--- src/hdl/bpe_pkg.sv ---
`timescale 1ns / 1ps
// ----------------------------------------------------------------------------
// bpe_pkg
// Shared constants, control word layout and microcode table of the bicubic
// patch evaluator.
// ----------------------------------------------------------------------------
package bpe_pkg;

    // number formats
    localparam int COORD_BITS  = 32;
    localparam int FRAC_BITS   = 16;
    localparam int PARAM_BITS  = FRAC_BITS + 2;
    localparam int W_BITS      = FRAC_BITS + 1;
    localparam int SIDE        = 4;
    localparam int GRID_POINTS = SIDE * SIDE;
    localparam int IDX_BITS    = 4;
    localparam int SIDE_BITS   = 2;
    localparam int PROD_BITS   = COORD_BITS + W_BITS + 1;
    localparam int ACC_BITS    = PROD_BITS + IDX_BITS;
    localparam int POINT_BITS  = 3 * COORD_BITS;

    // stream payload sizes
    localparam int S_FIELD_BITS = IDX_BITS + 3 * COORD_BITS + 2 * PARAM_BITS;
    localparam int S_TDATA_W    = ((S_FIELD_BITS + 7) / 8) * 8;
    localparam int M_TDATA_W    = ((3 * COORD_BITS + 7) / 8) * 8;

    localparam logic [W_BITS-1:0] ONE_FX  = W_BITS'(1) << FRAC_BITS;
    localparam logic [W_BITS-1:0] HALF_FX = W_BITS'(1) << (FRAC_BITS - 1);

    // operation codes carried in tuser
    localparam logic OP_LOAD = 1'b0;
    localparam logic OP_EVAL = 1'b1;

    // weight multiplier operand codes
    localparam logic [3:0] OPD_ZERO   = 4'd0;
    localparam logic [3:0] OPD_T_U    = 4'd1;
    localparam logic [3:0] OPD_S_U    = 4'd2;
    localparam logic [3:0] OPD_T_V    = 4'd3;
    localparam logic [3:0] OPD_S_V    = 4'd4;
    localparam logic [3:0] OPD_TT     = 4'd5;
    localparam logic [3:0] OPD_SS     = 4'd6;
    localparam logic [3:0] OPD_TS     = 4'd7;
    localparam logic [3:0] OPD_BU_COL = 4'd8;
    localparam logic [3:0] OPD_BV_ROW = 4'd9;

    // weight multiplier destination codes
    localparam logic [3:0] DST_NONE = 4'd0;
    localparam logic [3:0] DST_TT   = 4'd1;
    localparam logic [3:0] DST_SS   = 4'd2;
    localparam logic [3:0] DST_TS   = 4'd3;
    localparam logic [3:0] DST_BU0  = 4'd4;
    localparam logic [3:0] DST_BU1  = 4'd5;
    localparam logic [3:0] DST_BU2  = 4'd6;
    localparam logic [3:0] DST_BU3  = 4'd7;
    localparam logic [3:0] DST_BV0  = 4'd8;
    localparam logic [3:0] DST_BV1  = 4'd9;
    localparam logic [3:0] DST_BV2  = 4'd10;
    localparam logic [3:0] DST_BV3  = 4'd11;
    localparam logic [3:0] DST_W    = 4'd12;

    // jump conditions
    localparam logic [1:0] COND_NONE     = 2'd0;
    localparam logic [1:0] COND_NO_START = 2'd1;
    localparam logic [1:0] COND_LOOP     = 2'd2;
    localparam logic [1:0] COND_OUT_BUSY = 2'd3;

    // program steps
    localparam int STEP_BITS = 5;
    localparam logic [STEP_BITS-1:0] STEP_IDLE  = 5'd0;
    localparam logic [STEP_BITS-1:0] STEP_MAC   = 5'd15;
    localparam logic [STEP_BITS-1:0] STEP_DRAIN = 5'd16;
    localparam logic [STEP_BITS-1:0] STEP_OUT   = 5'd17;

    typedef struct packed {
        logic [3:0]           op_a;
        logic [3:0]           op_b;
        logic [3:0]           dst;
        logic                 triple;
        logic                 clr_acc;
        logic                 issue;
        logic                 out_load;
        logic                 ret;
        logic [1:0]           cond;
        logic [STEP_BITS-1:0] target;
    } ctrl_word_t;

    typedef struct packed {
        ctrl_word_t          word;
        logic [IDX_BITS-1:0] point;
        logic                idle;
    } seq_ctrl_t;

    function automatic ctrl_word_t mk_word(
        input logic [3:0]           op_a,
        input logic [3:0]           op_b,
        input logic [3:0]           dst,
        input logic                 triple,
        input logic                 clr_acc,
        input logic                 issue,
        input logic                 out_load,
        input logic                 ret,
        input logic [1:0]           cond,
        input logic [STEP_BITS-1:0] target
    );
        ctrl_word_t w;
        w.op_a     = op_a;
        w.op_b     = op_b;
        w.dst      = dst;
        w.triple   = triple;
        w.clr_acc  = clr_acc;
        w.issue    = issue;
        w.out_load = out_load;
        w.ret      = ret;
        w.cond     = cond;
        w.target   = target;
        return w;
    endfunction

    // microcode: idle wait, bernstein weights of u, then v, then the point loop, drain and output
    function automatic ctrl_word_t ucode_rom(input logic [STEP_BITS-1:0] step);
        ctrl_word_t w;
        unique case (step)
            5'd0:  w = mk_word(OPD_ZERO, OPD_ZERO, DST_NONE, 1'b0, 1'b0, 1'b0, 1'b0,
                               1'b0, COND_NO_START, STEP_IDLE);
            5'd1:  w = mk_word(OPD_T_U, OPD_T_U, DST_TT, 1'b0, 1'b1, 1'b0, 1'b0,
                               1'b0, COND_NONE, STEP_IDLE);
            5'd2:  w = mk_word(OPD_S_U, OPD_S_U, DST_SS, 1'b0, 1'b0, 1'b0, 1'b0,
                               1'b0, COND_NONE, STEP_IDLE);
            5'd3:  w = mk_word(OPD_T_U, OPD_S_U, DST_TS, 1'b0, 1'b0, 1'b0, 1'b0,
                               1'b0, COND_NONE, STEP_IDLE);
            5'd4:  w = mk_word(OPD_SS, OPD_S_U, DST_BU0, 1'b0, 1'b0, 1'b0, 1'b0,
                               1'b0, COND_NONE, STEP_IDLE);
            5'd5:  w = mk_word(OPD_TS, OPD_S_U, DST_BU1, 1'b1, 1'b0, 1'b0, 1'b0,
                               1'b0, COND_NONE, STEP_IDLE);
            5'd6:  w = mk_word(OPD_TS, OPD_T_U, DST_BU2, 1'b1, 1'b0, 1'b0, 1'b0,
                               1'b0, COND_NONE, STEP_IDLE);
            5'd7:  w = mk_word(OPD_TT, OPD_T_U, DST_BU3, 1'b0, 1'b0, 1'b0, 1'b0,
                               1'b0, COND_NONE, STEP_IDLE);
            5'd8:  w = mk_word(OPD_T_V, OPD_T_V, DST_TT, 1'b0, 1'b0, 1'b0, 1'b0,
                               1'b0, COND_NONE, STEP_IDLE);
            5'd9:  w = mk_word(OPD_S_V, OPD_S_V, DST_SS, 1'b0, 1'b0, 1'b0, 1'b0,
                               1'b0, COND_NONE, STEP_IDLE);
            5'd10: w = mk_word(OPD_T_V, OPD_S_V, DST_TS, 1'b0, 1'b0, 1'b0, 1'b0,
                               1'b0, COND_NONE, STEP_IDLE);
            5'd11: w = mk_word(OPD_SS, OPD_S_V, DST_BV0, 1'b0, 1'b0, 1'b0, 1'b0,
                               1'b0, COND_NONE, STEP_IDLE);
            5'd12: w = mk_word(OPD_TS, OPD_S_V, DST_BV1, 1'b1, 1'b0, 1'b0, 1'b0,
                               1'b0, COND_NONE, STEP_IDLE);
            5'd13: w = mk_word(OPD_TS, OPD_T_V, DST_BV2, 1'b1, 1'b0, 1'b0, 1'b0,
                               1'b0, COND_NONE, STEP_IDLE);
            5'd14: w = mk_word(OPD_TT, OPD_T_V, DST_BV3, 1'b0, 1'b0, 1'b0, 1'b0,
                               1'b0, COND_NONE, STEP_IDLE);
            5'd15: w = mk_word(OPD_BU_COL, OPD_BV_ROW, DST_W, 1'b0, 1'b0, 1'b1, 1'b0,
                               1'b0, COND_LOOP, STEP_MAC);
            5'd16: w = mk_word(OPD_ZERO, OPD_ZERO, DST_NONE, 1'b0, 1'b0, 1'b0, 1'b0,
                               1'b0, COND_NONE, STEP_IDLE);
            5'd17: w = mk_word(OPD_ZERO, OPD_ZERO, DST_NONE, 1'b0, 1'b0, 1'b0, 1'b1,
                               1'b1, COND_OUT_BUSY, STEP_OUT);
            default: w = mk_word(OPD_ZERO, OPD_ZERO, DST_NONE, 1'b0, 1'b0, 1'b0, 1'b0,
                                 1'b1, COND_NONE, STEP_IDLE);
        endcase
        return w;
    endfunction

endpackage

--- src/hdl/bpe_sequencer.sv ---
`timescale 1ns / 1ps
// ----------------------------------------------------------------------------
// bpe_sequencer
// Step counter over the microcode table with conditional jumps and the
// control point loop counter.
// ----------------------------------------------------------------------------
module bpe_sequencer
    import bpe_pkg::*;
(
    input  logic      aclk,
    input  logic      aresetn,
    input  logic      start,
    input  logic      out_busy,
    output seq_ctrl_t ctrl
);

    logic [STEP_BITS-1:0] pc_reg;
    logic [STEP_BITS-1:0] pc_next;
    logic [IDX_BITS-1:0]  point_reg;
    logic [IDX_BITS-1:0]  point_next;
    ctrl_word_t           word;
    logic                 jump;

    // control word lookup
    assign word = ucode_rom(pc_reg);

    // jump condition
    always_comb begin
        unique case (word.cond)
            COND_NONE:     jump = 1'b0;
            COND_NO_START: jump = !start;
            COND_LOOP:     jump = (point_reg != {IDX_BITS{1'b1}});
            COND_OUT_BUSY: jump = out_busy;
            default:       jump = 1'b0;
        endcase
    end

    // next step
    always_comb begin
        priority if (jump) begin
            pc_next = word.target;
        end else if (word.ret) begin
            pc_next = STEP_IDLE;
        end else begin
            pc_next = STEP_BITS'(pc_reg + 1'b1);
        end
    end

    // point loop counter wraps back to zero after the last point
    assign point_next = word.issue ? IDX_BITS'(point_reg + 1'b1) : point_reg;

    always_ff @(posedge aclk) begin
        if (!aresetn) begin
            pc_reg    <= STEP_IDLE;
            point_reg <= '0;
        end else begin
            pc_reg    <= pc_next;
            point_reg <= point_next;
        end
    end

    assign ctrl.word  = word;
    assign ctrl.point = point_reg;
    assign ctrl.idle  = (pc_reg == STEP_IDLE);

`ifndef SYNTHESIS
    // the loop always leaves through the drain step
    a_loop_exit: assert property (@(posedge aclk) disable iff (!aresetn)
        (word.issue && point_reg == {IDX_BITS{1'b1}}) |=> (pc_reg == STEP_DRAIN))
        else $error("point loop did not exit to drain step");

    // a new evaluation starts with the loop counter at zero
    a_idle_point: assert property (@(posedge aclk) disable iff (!aresetn)
        (pc_reg == STEP_IDLE) |-> (point_reg == '0))
        else $error("loop counter not zero while idle");
`endif

endmodule

--- config.mk ---
export PLATFORM = sky130hd
export DESIGN_NAME = bpe_sequencer
export DESIGN_NICKNAME = d
export VERILOG_FILES = /design/src/hdl/bpe_pkg.sv /design/src/hdl/bpe_sequencer.sv
export SDC_FILE = /design/constraint.sdc
export NUM_CORES = 1
export LEC_CHECK = 0
export BUFFER_PORTS_ARGS = -buffer_cell sky130_fd_sc_hd__buf_2
export CAP_MARGIN = 10
export CORE_MARGIN = 3
export CORE_UTILIZATION = 41
export CTS_CLUSTER_SIZE = 8
export DETAILED_ROUTE_END_ITERATION = 6
export SETUP_SLACK_MARGIN = 0.15
export SLEW_MARGIN = 20
export SYNTH_ARGS = -nofsm -noshare
export SYNTH_HDL_FRONTEND = slang
export SYNTH_SLANG_ARGS = --single-unit
--- constraint.sdc ---
create_clock -name aclk -period 3.7 [get_ports aclk]
set_input_delay 0.185 -clock aclk [delete_from_list [all_inputs] [get_ports aclk]]
set_output_delay 0.185 -clock aclk [all_outputs]
set_load 0.1 [all_outputs]
==> out/summary.txt <==
Cells after Synth - 150
Die H - 64.9 um
First-pass GRT wire length - 4840 um
Post-synthesis compound-gate area fraction - 10.4%
Arr. time, crit path - 2.83 ns
Top cell type's share of synthesized area - 36.6%
Setup Buffers After CTS - 0
Worst hold start - aresetn
Ports - 33
Reg2Reg Launch Point - point_reg[0]$_SDFFE_PN0P_
XOR/XNOR share of the synthesized area - 3.08%
Cts repair resizes - 0
Final-layout fill cell count - 321
Final hold vios - 0
Syn Nets - 163
Total GRT Usage - 14.4%
Final HPWL DP - 2170 um
CTS Hold Bufs - 0
Avg Synthesized Cell Area - 9.49 um^2
Post-synthesis cell type count - 43
Synth Flop Type - dfxtp_1
Simple-Gate Fraction of Synth Area - 23.5%
Crit path launch - point_reg[0]$_SDFFE_PN0P_
Area delta synth->final - 13.4%
Post-synth ARST share - 0%
Rows - 20
Unrepaired setup endpoints after global routing - no
Filler-free cell count of the finished design - 218
Synth Warn # - 0
Pin count of the biggest net entering global routing - 18
Power per cell area - 459 mW/mm^2
CP max stage delay - 0.53 ns
Ratio of cells with drive above 1 in the final layout - 32.2%
Buffers on Ports - 32
Worst-Margin Slew - 0.690 ns
Vias in the first global route - 1056
Critical path class - register to register
Count leader, synth - dfxtp_1
Fmax achieved - 0.388 GHz
DRC - 0
Worst-skew pair later-pin latency - 0.32 ns
Seq/Total Area, Yosys - 36.6%
H-tree depth - 1
Post-synth EDFFs - 0
Critical path, cell by cell - ha_1, nand3_1, a32oi_2, o21ai_0, and3_1, inv_1, ha_1, nand2b_4, and3_1, a211oi_2
Total CTS buffers - 3
Max transition margin - 53.1%
CP required - 3.95 ns
Clk root buf - clkbuf_4
Initial Utilization - 44.8%
Seq cells post-synth - 26
Pins Over Slew Limit - 0
Worst path top cell family by delay - compound AO/OA/AOI/OAI gates
Die area - 0.00422 mm^2
DRT iter0 DRCs - 42
Total clock sinks - 26
MaxCap Viol Count - 0
CTS max path bufs - 2
WL per Instance - 12.6 um
Total wire length - 2740 um
Leakage Power - 0.808 nW
Adder-cell share of the synthesized area - 7.91%
Clock transition at path regs - 0.14 ns
Synthesized cell area - 0.00142 mm^2
CP max-delay cell - a32oi_2
Peak supply drop - 0.199 mV
Final GP Congestion - 0.879
CP max FO - 11
Total inserted antenna cells - 0
Dominant cells by area after synthesis - dfxtp_1, ha_1, buf_4
Largest family of logic cells by synthesized area - simple AND/OR/NAND/NOR gates
CP Capture Type - register
Vias per cell - 4.94
Initial antenna violation count - 0
Die W - 64.9 um
Core ar. - 0.00318 mm^2
Hold WC Path Type - input port to register
Multiplexer area fraction after synthesis - 9.23%
Setup TNS - 0 ns
Routed Antenna Nets - 0
Synth area leader - dfxtp_1
Worst path bufs/invs - 1
Placed cell count - 214
TritonRoute pass-1 iters - 4
Worst Skew - 0.00273 ns
Grt total ovfl - 0
Final nets - 188
Fin crit period - 2.58 ns
Startpoint Class - register
Final core occ - 50.8%
Final cycle utilization of the critical path - 69.6%
CTS tree - done
Final setup viols - 0
Outcome - complete, no violations
Largest register FFs - 17
Synth top cells by count - dfxtp_1, inv_1, ha_1, nor2_1
Via count - 1077
routing by layer:
| layer | vias to the layer above | track usage, % | part of all wire, % |
|---|---|---|---|
| met5 | - | 0 | 0 |
| met4 | 0 | 2.37 | 0.58 |
| met3 | 4 | 2.95 | 4.7 |
| met2 | 26 | 24.8 | 48 |
| met1 | 500 | 18.8 | 47 |
| li1 | 547 | - | - |
layout make-up:
class                           count  area, um^2  share of cell area, %
Tap cell                           44        55.1                   3.41
Clock buffer                        3        22.5                   1.40
Timing Repair Buffer               32         160                   9.92
Clock inverter                      1        30.0                   1.86
Sequential cell                    26         520                   32.2
Multi-Input combinational cell    100         776                   48.1
Inverter                           12        50.0                   3.10
path summary, 6_finish.rpt:
path	endpoint	slack, ns	cells after the start
max	word[17]$_SDFF_PP0_	1.12	10
min	pc_reg[1]$_SDFF_PN0_	0.27	2
max reg2reg	word[17]$_SDFF_PP0_	1.12	10
min reg2reg	point_reg[1]$_SDFFE_PN0P_	0.58	2
kinds of logic after synthesis:
| group | Yosys count |
|---|---|
| multiplexers | 11 |
| adder cells (fa/ha/maj) | 9 |
| AO/OA/AOI/OAI | 20 |
| AND/OR/NAND/NOR | 55 |
| XOR/XNOR | 5 |
| buffers and inverters | 24 |
| flip-flops | 26 |
cell usage in the layout (no fill, tap or decap), types with 3 or more instances in the layout:
cell,synthesis,routed
clkbuf_4,0,3
and3_1,4,4
buf_2,1,32
nand4_1,3,3
mux2i_1,5,5
nor2_1,9,9
nand3_1,6,6
nand2_1,8,8
nor2b_1,7,7
and2_1,3,3
nor3_1,3,3
inv_1,10,10
mux2_4,3,3
a21oi_1,7,7
dfxtp_1,26,26
xnor2_1,3,3
ha_1,9,9
report_power, final:
part           leakage [nW]  switching, W  total, W  internal (W)
clock network        0.0279     0.0000847  0.000194      0.000109
logic                 0.568      0.000185  0.000242     0.0000573
registers             0.212    0.00000760  0.000305      0.000298
worst reg2reg max path: cells and delay by family (launching register included):
kind,cells,cell delay [ns]
compound gates,3,0.89
flops,1,0.42
buf+inv,1,0.12
fa+ha+maj,2,0.45
simple gates,4,0.63
per-stage QoR:
step                      hold slack (ns)  total power (W)  instance area, um^2  setup WS [ns]
after global placement              0.540         0.000555                 1560           1.21
final                               0.268         0.000741                 1610           1.12
after CTS                           0.264         0.000746                 1610           1.15
after global routing                0.274         0.000779                 1610          0.916
after detailed placement            0.558         0.000554                 1560           1.17
after floorplan                     0.497         0.000523                 1430          0.808
Note: power is estimated with default switching activity, not from simulation.
